<file path="src/design/cv2d_pkg.sv">
// Shared types, constants and helpers for the streaming 2D convolution block.
package cv2d_pkg;

  localparam int unsigned MAX_WIDTH_DEF  = 1024;
  localparam int unsigned MAX_HEIGHT_DEF = 1024;

  // Configuration port geometry: 64-bit registers at 8-byte spacing
  localparam int unsigned CFG_DATA_W = 64;
  localparam int unsigned CFG_ADDR_W = 6;

  localparam int unsigned SAMPLE_W = 16;
  localparam int unsigned COEF_W   = 16;
  localparam int unsigned PROD_W   = 32;
  localparam int unsigned PART_W   = 34;
  localparam int unsigned SUM_W    = 36;
  localparam int unsigned POS_W    = 10;

  typedef enum logic [2:0] {
    REG_IMAGE_WIDTH  = 3'd0,
    REG_IMAGE_HEIGHT = 3'd1,
    REG_KERNEL_ROWS  = 3'd2,
    REG_KERNEL_COLS  = 3'd3,
    REG_COEF_WORD0   = 3'd4,
    REG_COEF_WORD1   = 3'd5,
    REG_COEF_WORD2   = 3'd6
  } reg_idx_e;

  localparam logic [10:0] IMAGE_WIDTH_RST  = 11'd1024;
  localparam logic [10:0] IMAGE_HEIGHT_RST = 11'd1024;
  localparam logic [1:0]  KERNEL_ROWS_RST  = 2'd3;
  localparam logic [1:0]  KERNEL_COLS_RST  = 2'd3;

  typedef struct packed {
    logic [10:0] image_width;
    logic [10:0] image_height;
    logic [1:0]  kernel_rows;
    logic [1:0]  kernel_cols;
    logic [63:0] coef_word0;
    logic [63:0] coef_word1;
    logic [15:0] coef_word2;
  } cfg_t;

  // Coefficient for kernel slot m*3+n
  function automatic logic signed [COEF_W-1:0] coef_at(cfg_t cfg, int unsigned slot);
    logic signed [COEF_W-1:0] c;
    if (slot < 4) begin
      c = cfg.coef_word0[16*slot +: 16];
    end else if (slot < 8) begin
      c = cfg.coef_word1[16*(slot-4) +: 16];
    end else begin
      c = cfg.coef_word2;
    end
    return c;
  endfunction

endpackage

</file>
<file path="src/design/cv2d_regs.sv">
// APB-style configuration register bank for the convolution block.
module cv2d_regs
  import cv2d_pkg::*;
(
  input  logic                  clk_i,
  input  logic                  rst_ni,
  input  logic                  psel,
  input  logic                  penable,
  input  logic                  pwrite,
  input  logic [CFG_ADDR_W-1:0] paddr,
  input  logic [CFG_DATA_W-1:0] pwdata,
  output logic [CFG_DATA_W-1:0] prdata,
  output logic                  pready,
  output cfg_t                  cfg_o
);

  cfg_t     cfg_q;
  reg_idx_e idx;
  logic     wr_en;

  assign idx    = reg_idx_e'(paddr[CFG_ADDR_W-1:3]);
  assign pready = 1'b1;
  assign wr_en  = psel && penable && pwrite;

  always_ff @(posedge clk_i or negedge rst_ni) begin
    if (!rst_ni) begin
      cfg_q.image_width  <= IMAGE_WIDTH_RST;
      cfg_q.image_height <= IMAGE_HEIGHT_RST;
      cfg_q.kernel_rows  <= KERNEL_ROWS_RST;
      cfg_q.kernel_cols  <= KERNEL_COLS_RST;
      cfg_q.coef_word0   <= '0;
      cfg_q.coef_word1   <= '0;
      cfg_q.coef_word2   <= '0;
    end else if (wr_en) begin
      unique case (idx)
        REG_IMAGE_WIDTH:  cfg_q.image_width  <= pwdata[10:0];
        REG_IMAGE_HEIGHT: cfg_q.image_height <= pwdata[10:0];
        REG_KERNEL_ROWS:  cfg_q.kernel_rows  <= pwdata[1:0];
        REG_KERNEL_COLS:  cfg_q.kernel_cols  <= pwdata[1:0];
        REG_COEF_WORD0:   cfg_q.coef_word0   <= pwdata;
        REG_COEF_WORD1:   cfg_q.coef_word1   <= pwdata;
        REG_COEF_WORD2:   cfg_q.coef_word2   <= pwdata[15:0];
        default: ;
      endcase
    end
  end

  always_comb begin
    unique case (idx)
      REG_IMAGE_WIDTH:  prdata = CFG_DATA_W'(cfg_q.image_width);
      REG_IMAGE_HEIGHT: prdata = CFG_DATA_W'(cfg_q.image_height);
      REG_KERNEL_ROWS:  prdata = CFG_DATA_W'(cfg_q.kernel_rows);
      REG_KERNEL_COLS:  prdata = CFG_DATA_W'(cfg_q.kernel_cols);
      REG_COEF_WORD0:   prdata = cfg_q.coef_word0;
      REG_COEF_WORD1:   prdata = cfg_q.coef_word1;
      REG_COEF_WORD2:   prdata = CFG_DATA_W'(cfg_q.coef_word2);
      default:          prdata = '0;
    endcase
  end

  assign cfg_o = cfg_q;

endmodule

</file>
<file path="config.mk">
export PLATFORM = sky130hd
export DESIGN_NAME = cv2d_regs
export DESIGN_NICKNAME = d
export VERILOG_FILES = /design/src/design/cv2d_pkg.sv /design/src/design/cv2d_regs.sv
export SDC_FILE = /design/constraint.sdc
export NUM_CORES = 1
export LEC_CHECK = 0
export ABC_AREA = 1
export BUFFER_PORTS_ARGS = -buffer_cell sky130_fd_sc_hd__buf_2
export CORE_AREA = 2 2 136 138
export CTS_BUF_LIST = sky130_fd_sc_hd__clkbuf_4
export CTS_CLUSTER_DIAMETER = 200
export DETAILED_ROUTE_END_ITERATION = 8
export DIE_AREA = 0 0 138 140
export GPL_TIMING_DRIVEN = 1
export HOLD_SLACK_MARGIN = 0.1
export PLACE_DENSITY = 0.73
export SETUP_SLACK_MARGIN = 0.3
export SKIP_CTS_REPAIR_TIMING = 1
export SLEW_MARGIN = 5
export SYNTH_ARGS = -nofsm -noshare
export SYNTH_HDL_FRONTEND = slang
export SYNTH_SLANG_ARGS = --single-unit
export TNS_END_PERCENT = 20
</file>
<file path="constraint.sdc">
create_clock -name clk_i -period 1.1 [get_ports clk_i]
set_input_delay 0.11 -clock clk_i [delete_from_list [all_inputs] [get_ports clk_i]]
set_output_delay 0.11 -clock clk_i [all_outputs]
set_load 0.02 [all_outputs]
</file>
== Word-level counts from Yosys, hierarchy flattened ==
Index checks and enable logic that the tools add are counted.
Word-level totals
  bits in registers: 170
  bits of input ports: 75
  output and inout bits: 235
  logic and storage cells: 24
Operators by class
  mux-type cells: 1
  reduce and logical (&&, ||, !) cells: 10
  equal/unequal tests: 6
Operators by type and width (count)
  64-bit case mux with 7 select lines: 1
  2-bit AND reduction: 7
  3-bit == test (second input constant): 3
  3-bit by 2-bit == test with 1-bit output (second input constant): 2
  3-bit by 1-bit == test with 1-bit output (second input constant): 1
  3-bit logical NOT: 1
  1-bit logical AND: 2

== Depth between registers and ports, before layout ==
Gate-level depths: netlist of run 1.
  depth in word-level cells: 3
  mapped depth: 9
  depth with buffers taken out: 7

== Worst setup path after synthesis of run 1 ==
Ideal clock, no wire load.
  path type: in2out
  start: input port paddr[3]
  end: output port prdata[16]
  arrival time: 1.149 ns
  slack: -0.159 ns
  stages: 6
  data required time: 0.990 ns
  path buffers: 3
  cell sequence: buf_4 > nor2_8 > nand2_2 > buf_2 > buf_2 > o22ai_1
On the way
  word-level cells in the longest chain between the ends: 2
  elaborated cells on any way between the ends: 8
  classes of those cells: eq/ne (6); mux (1); reduce/logical (1)
Ends and longest elaborated chain
  start: declaration: line cv2d_regs.sv:10  | input logic [CFG_ADDR_W-1:0] paddr,
  3-bit == test, or another cell as far along: line cv2d_regs.sv:49  | unique case (idx)
  64-bit case mux with 7 select lines (*): line cv2d_regs.sv:49
  end: declaration: line cv2d_regs.sv:12  | output logic [CFG_DATA_W-1:0] prdata,
Mark *: on every way between the ends. The rest lies on a longest branch, timed or not.

== Worst setup path after layout of run 1 ==
  start: register cfg_q (netlist bit cfg_o[6])
  end: output port prdata[6]
On the way
  word-level cells in the longest chain between the ends: 1
Ends and longest elaborated chain
  start: declaration: line cv2d_regs.sv:17  | cfg_t cfg_q;
  64-bit case mux with 7 select lines: line cv2d_regs.sv:49
No other way between the ends.

==> results of run 1 <==
power by group through the flow:
stage	Sequential (uW)	Clock, uW	Combinational (uW)
finish	8750	3900	9310
global route	8860	4280	9850
CTS	8530	3990	7400
detailed placement	8640	0	7390
global placement	8620	0	7240
floorplan	10200	0	2890
final cells by class:
| class | instances | area share |
|---|---|---|
| inverters | 126 | 0.0374 |
| multi-input cells | 595 | 0.268 |
| well taps | 229 | 0.0220 |
| diodes | 1 | 0.000193 |
| repair buffers | 493 | 0.321 |
| flip-flops and latches | 170 | 0.328 |
| clock inverters | 14 | 0.0132 |
| clock buffers | 18 | 0.0104 |
synth_stat cells (all sizes together):
library cell / n / area share
nor2: 32 / 0.021
nand3: 32 / 0.022
nand4: 26 / 0.021
clkbuf: 16 / 0.0076
buf: 48 / 0.048
nand2: 295 / 0.14
inv: 126 / 0.060
dfrtp: 164 / 0.52
conb: 1 / 0.00047
o21ai: 161 / 0.10
dfstp: 6 / 0.020
o22ai: 48 / 0.038
worst paths after layout:
kind,from,end
min in group clk_i,pwrite,cfg_o[146]
setup / recovery,cfg_o[6],prdata[6]
max in group asynchronous,rst_ni,cfg_o[123]
hold / removal,rst_ni,cfg_o[102]
hold reg to reg,cfg_o[158],cfg_o[158]
setup reg to reg,cfg_o[18],cfg_o[18]
critical path, delay by kind of cell, from the launching register on:
family        cells  cell delay [ns]
flops             1             0.46
simple gates      4             0.40
buf+inv           1             0.17
per-layer routing:
metal | track usage | share of wire | routed length (um) | vias to the layer above
li1 | - | - | - | 3974
met2 | 0.434 | 0.50 | 14900 | 500
met5 | 0 | 0 | 0 | -
met3 | 0.0591 | 0.071 | 2100 | 122
met4 | 0.111 | 0.047 | 1400 | 0
met1 | 0.350 | 0.38 | 11300 | 4219
logic make-up (layout without fill, tap and decap cells):
logic type,count (synthesis),count (layout)
DFF,170,170
and+or+nand+nor,385,385
AOI/OAI and AO/OA,209,209
other,1,2
buffers and inverters,190,651
metrics by stage:
step | power, uW | hold WS, ns | utilization | TNS [ns]
final | 21900 | -0.0668 | 0.731 | -52.99
after global routing | 23000 | -0.130 | 0.731 | -74.41
after CTS | 19900 | -0.682 | 0.629 | -63.19
after detailed placement | 16000 | -0.0352 | 0.612 | -42.69
after global placement | 15900 | -0.0301 | 0.612 | -37.90
after floorplan | 13100 | -0.186 | - | 0
==> run summary, run 1 <==
Worst setup SP type: flip-flop
clk sinks: 170
Seq pwr share: 0.398
Synth cell types: 22
leading cell type in the layout, fill and taps excluded: nand2_1
sequential-to-total area share from yosys stat: 0.540
minimum clock period: 1.68 ns
Adder-Cell Fraction of Synth Area: 0
Sw Pwr: 8800 uW
FF-to-FF path depth: 4
gpl congestion: 0.977
clock slew at the register clock pins of the worst setup and hold paths: 0.15 ns
switch share: 0.401
final hold slack: -0.0668 ns
power share of the combinational group: 0.424
area post-placement: 10,900 sq um
run status: complete, but fails checks
final cell count without fillers: 1,646
Ports: 310
pre-CTS setup slack: -0.308 ns
RSZ-0062 raised after global routing: true
clock power share: 0.178
Syn Inst Count: 955
PwrDens: 1690 nW/um^2
cts bufs inserted: 17
layout cells sized above 1: 0.441
XOR/XNOR Fraction of Synth Area: 0
multi-input combinational cell area: 3480 sq um
Crit-path slowest cell: dfrtp_1
die boundary width: 138 um
Setup CP Type: flip-flop to output pin
Detailed Routing Iterations Pass 1: 5
Internal Power: 13,100 uW
largest net degree at the start of global routing: 62
Site Rows: 49
clock buffer depth: 2
MaxCap Viol Count: 0
Req. time, crit path: 0.99 ns
Critical Path, Cell by Cell: nand4_1, nand2_1, nor2_1, nand2_1, buf_2
DRC: 0
violated checks: hold timing, setup timing
Routed WL per cell: 18.0 um
worst vdd rail ir drop: 1.10 mV
Compound-Gate Fraction of Synth Area: 0.140
clk_lat worst skew: 0.55 ns
Seq. cell area: 4260 sq um
initial antenna violation count: 1
number of global-route vias before repair: 7,731
Worst R2R Setup Slack: 0.15 ns
cell mode on critical path: nand2_1
clk root buf: clkbuf_4
first-pass GRT wire length: 41,300 um
mean area per synthesized cell: 8.27 sq um
final worst setup slack: -0.580 ns
via count: 8,815
final hold violations: 14
cell area after layout: 13,000 sq um
Min-Delay Path Class: input pin to asynchronous set/reset pin
Layout area overhead: 64.5%
Syn Std Cell Area: 7900 sq um
Leak: 0.00644 uW
Seq cells post-synth: 170
Core Area: 17,800 sq um
Worst setup EP type: output pin
fin nets: 1,478
Max H-tree Level: 4
post-synthesis mux area share: 0
fillcell total: 1,221
wirelength, routed: 29,700 um
Peak Freq: 595 MHz
hpwl dp: 19,600 um
largest family of logic cells by synthesized area: simple AND/OR/NAND/NOR gates
DRT antenna net count: 0
period utilization: 1.53
Initial Util: 0.444
most frequent cells in the layout: nand2_1, buf_2, dfrtp_1
skew final: 0 ns
CTS tree: yes
Vias/cell: 5.36
total gr overflow: 0
Die ar.: 19,300 sq um
initial DRC count: 521
Die H: 140 um
IO buf count: 305
setup violators final: 234
worst stage delay on the critical path: 0.46 ns
Yosys warnings: 0
highest net fanout along the worst path: 3
simple-gate portion of the synthesized area: 0.204
placed instance count: 1,502
crit path DAT: 1.57 ns
syn nets: 1,030
gr usage total: 0.267
fin. max-slew vios: 0
Largest register FFs: 170
Note: power is estimated with default switching activity, not from simulation.
==> run 2: changes to the inputs <==
Settings changed: REMOVE_ABC_BUFFERS from default to 1.
==> run summary, run 2 (same netlist as run 1, synthesis figures left out) <==
placed instance count: 1,473
first-pass GRT wire length: 38,000 um
Leak: 0.00628 uW
hpwl dp: 17,100 um
Max H-tree Level: 4
PwrDens: 1740 nW/um^2
Detailed Routing Iterations Pass 1: 6
clock slew at the register clock pins of the worst setup and hold paths: 0.15 ns
DRC: 0
crit path to: prdata[0]
fillcell total: 1,302
power share of the combinational group: 0.406
die boundary width: 138 um
met2 usage: 0.399
clk root buf: clkbuf_4
fin. max-slew vios: 0
Layout area overhead: 54.2%
Initial Util: 0.444
highest net fanout along the worst path: 3
Ports: 310
via count: 8,506
clock power share: 0.183
setup violators final: 234
Routed WL per cell: 17.7 um
Worst R2R Setup Slack: 0.21 ns
Internal Power: 12,800 uW
most frequent cells in the layout: nand2_1, buf_2, dfrtp_1
skew final: 0 ns
Setup CP Type: flip-flop to output pin
clk_lat worst skew: 0.57 ns
largest net degree at the start of global routing: 69
final hold violations: 18
Worst setup startpoint: cfg_o[146]
Peak Freq: 603 MHz
Largest register FFs: 170
GR Util met3: 0.0756
final cell count without fillers: 1,624
Worst setup EP type: output pin
period utilization: 1.51
Worst setup SP type: flip-flop
gr usage total: 0.244
layer with the highest usage: met2
Min-Delay Path Class: input pin to asynchronous set/reset pin
number of global-route vias before repair: 7,275
met1 usage: 0.306
initial antenna violation count: 2
Die H: 140 um
initial DRC count: 657
minimum clock period: 1.66 ns
wirelength, routed: 28,700 um
fin nets: 1,455
gpl congestion: 0.849
violated checks: hold timing, setup timing
final hold slack: -0.0718 ns
clock buffer depth: 2
worst vdd rail ir drop: 1.04 mV
Reg-to-Reg End: cfg_o[48]
final worst setup slack: -0.558 ns
Reg2Reg Launch Point: cfg_o[48]
total gr overflow: 0
leading cell type in the layout, fill and taps excluded: nand2_1
switch share: 0.395
Seq pwr share: 0.411
IO buf count: 305
clk sinks: 170
Sw Pwr: 8380 uW
DRT antenna net count: 0
layout cells sized above 1: 0.418
Site Rows: 49
crit path DAT: 1.55 ns
Die ar.: 19,300 sq um
RSZ-0062 raised after global routing: true
FF-to-FF path depth: 2
run status: complete, but fails checks
CTS tree: yes
MaxCap Viol Count: 0
cts bufs inserted: 17
Req. time, crit path: 0.99 ns
Vias/cell: 5.24
Core Area: 17,800 sq um
## run 2: layout make-up
| cell class | instances | area (sq um) | share of cell area |
|---|---|---|---|
| inverters | 126 | 478 | 0.0392 |
| repair buffers | 470 | 3780 | 0.310 |
| well taps | 229 | 287 | 0.0235 |
| clock buffers | 19 | 143 | 0.0117 |
| flip-flops and latches | 170 | 4260 | 0.350 |
| clock inverters | 12 | 149 | 0.0122 |
| multi-input cells | 595 | 3080 | 0.253 |
| diodes | 3 | 7.51 | 0.000616 |
## run 2: power groups by stage
stage          logic, uW  clock network [uW]  registers, uW
2_1_floorplan       1930                   0          10200
3_3_place_gp        6270                   0           8590
3_5_place_dp        6390                   0           8580
4_1_cts             6380                3930           8500
5_1_grt             9130                4160           8850
6_report            8620                3890           8720
## run 2: worst min-delay path by stage
stage	slack, ns	endpoint	cells after the start
global route	-0.1	cfg_o[150]	2
CTS	-0.66	cfg_o[150]	1
finish	-0.07	cfg_o[150]	2
detailed placement	-0.002	cfg_o[150]	1
floorplan	-0.19	cfg_o[0]	0
global placement	-0.003	cfg_o[150]	1
## run 2: routing by layer
layer,vias to the layer above,part of all wire
met1,4050,0.39
li1,3901,-
met2,475,0.50
met3,80,0.078
met4,0,0.035
met5,-,0
## run 2: worst max-delay path, cell delays in order, from the launching register on
cell	delay, ns
dfstp_2	0.57
nand4_1	0.08
nand2_1	0.07
nor2_1	0.03
nand2_1	0.09
buf_6	0.13
## run 2: stage by stage
stage | worst slack, ns | total power (uW) | setup TNS [ns] | utilization | area, sq um
2_1_floorplan | -1.95 | 12100 | -281.15 | - | 7460
3_3_place_gp | -0.223 | 14900 | -37.21 | 0.551 | 9800
3_5_place_dp | -0.263 | 15000 | -42.89 | 0.551 | 9800
4_1_cts | -0.631 | 18800 | -62.81 | 0.567 | 10100
5_1_grt | -0.688 | 22100 | -75.42 | 0.685 | 12200
6_report | -0.558 | 21200 | -59.31 | 0.685 | 12200
==> run 3: changes to the inputs <==
Settings changed: GPL_ROUTABILITY_DRIVEN from default to 0.
Clock period 1.1 ns to 1.9 ns, I/O delays scaled along.
==> run summary, run 3 (same netlist as run 1, synthesis figures left out) <==
run status: finished clean
Detailed Routing Iterations Pass 1: 5
hpwl dp: 16,600 um
crit path DAT: 1.56 ns
Reg2Reg Launch Point: cfg_o[169]
gr usage total: 0.237
Site Rows: 49
Crit-path slowest cell: dfstp_2
worst vdd rail ir drop: 0.562 mV
wirelength, routed: 24,500 um
Worst setup EP type: output pin
minimum clock period: 1.75 ns
skew final: 0 ns
GR Util met3: 0.0687
clock buffer depth: 2
final hold violations: 0
highest net fanout along the worst path: 3
RSZ-0062 raised after global routing: true
FF-to-FF path depth: 2
Critical Path, Cell by Cell: nand4_1, nand2_1, nor2_1, nand2_1, buf_4
fillcell total: 1,535
Worst setup SP type: flip-flop
number of global-route vias before repair: 7,038
TNS Setup: 0 ns
clk sinks: 170
hold path startpoint: paddr[3]
multi-input combinational cell area: 2760 sq um
Core Area: 17,800 sq um
cts bufs inserted: 17
met1 usage: 0.306
Slew @ Worst Pin: 0.503 ns
Worst R2R Setup Slack: 1.12 ns
period utilization: 0.923
worst stage delay on the critical path: 0.57 ns
Layout area overhead: 37.1%
Ports: 310
initial antenna violation count: 1
PwrDens: 1030 nW/um^2
Hold Path Cell Cnt: 5
final cell count without fillers: 1,565
cell mode on critical path: nand2_1
fin. max-slew vios: 0
Req. time, crit path: 1.71 ns
via count: 7,951
Vias/cell: 5.08
pre-CTS setup slack: 0.236 ns
Die H: 140 um
clock slew at the register clock pins of the worst setup and hold paths: 0.14 ns
Routed WL per cell: 15.7 um
total gr overflow: 0
DRT antenna net count: 0
setup violators final: 0
slew margin rel.: 0.664
Seq. cell area: 4260 sq um
area post-placement: 9630 sq um
number of buffers and inverters on the critical path: 1
Min-Delay Path Class: input pin to flip-flop
fin nets: 1,397
Initial Util: 0.444
CP top delay family: flip-flops
final worst setup slack: 0.146 ns
clk_lat worst skew: 0.54 ns
Setup CP Type: flip-flop to output pin
IO buf count: 305
WHS Endpoint: cfg_o[144]
MaxCap Viol Count: 0
most frequent cells in the layout: buf_2, nand2_1, dfrtp_1
leading cell type in the layout, fill and taps excluded: buf_2
largest net degree at the start of global routing: 56
Leak: 0.00583 uW
clk root buf: clkbuf_4
layer with the highest usage: met2
Die ar.: 19,300 sq um
CTS tree: yes
placed instance count: 1,454
initial DRC count: 494
Max H-tree Level: 4
Peak Freq: 570 MHz
cell area after layout: 10,800 sq um
layout cells sized above 1: 0.302
met2 usage: 0.389
DRC: 0
first-pass GRT wire length: 37,000 um
Reg-to-Reg End: cfg_o[169]
Largest register FFs: 170
die boundary width: 138 um
==> run 3: cell types whose count changed in the layout (fill, tap and decap cells not counted), moves of 36 or more <==
cell | before | now
buf_6 | 111 | 8
o22ai_1 | 9 | 46
inv_2 | 63 | 5
buf_4 | 88 | 26
o22ai_2 | 38 | 2
inv_1 | 62 | 119
buf_2 | 192 | 295
==> run 3: worst max path at each step <==
stage	endpoint	cells past startpoint	start	slack [ns]
2_1_floorplan	cfg_o[143]	3	pwrite	-1.23
3_3_place_gp	prdata[27]	6	paddr[4]	0.23
3_5_place_dp	prdata[27]	6	paddr[4]	0.24
4_1_cts	prdata[0]	5	cfg_o[146]	0.06
5_1_grt	prdata[0]	5	cfg_o[146]	0.02
6_report	prdata[0]	5	cfg_o[146]	0.15
==> run 3: metrics by stage <==
step,hold WS [ns],total power (uW),util
floorplan,-0.106,7030,-
global placement,0.114,8550,0.542
detailed placement,0.116,8600,0.542
CTS,-0.538,11000,0.560
global route,0.153,11800,0.609
finish,0.176,11200,0.609
==> run 3: cell type report <==
cell class,count,area share
antenna,1,0.000231
clock buffer,19,0.0132
clock inverter,13,0.0177
inverter,126,0.0445
multi-input combinational,595,0.255
sequential,170,0.394
tap,229,0.0265
timing repair buffer,412,0.249
==> run 3: routing by layer <==
| metal | wire [um] | up-vias |
|---|---|---|
| met2 | 12300 | 353 |
| met3 | 1810 | 39 |
| met5 | 0 | - |
| met4 | 481 | 0 |
| li1 | - | 3793 |
| met1 | 10000 | 3766 |
==> run 3: power by group <==
group | switching, uW | internal [uW]
Sequential | 518 | 4410
Clock | 1320 | 1090
Combinational | 2530 | 1310
Total | 4360 | 6810
==> run 3: worst register-to-register path, stage by stage (launching register included) <==
cell	delay (ns)
dfstp_2	0.59
o21ai_0	0.09
nand2_1	0.07
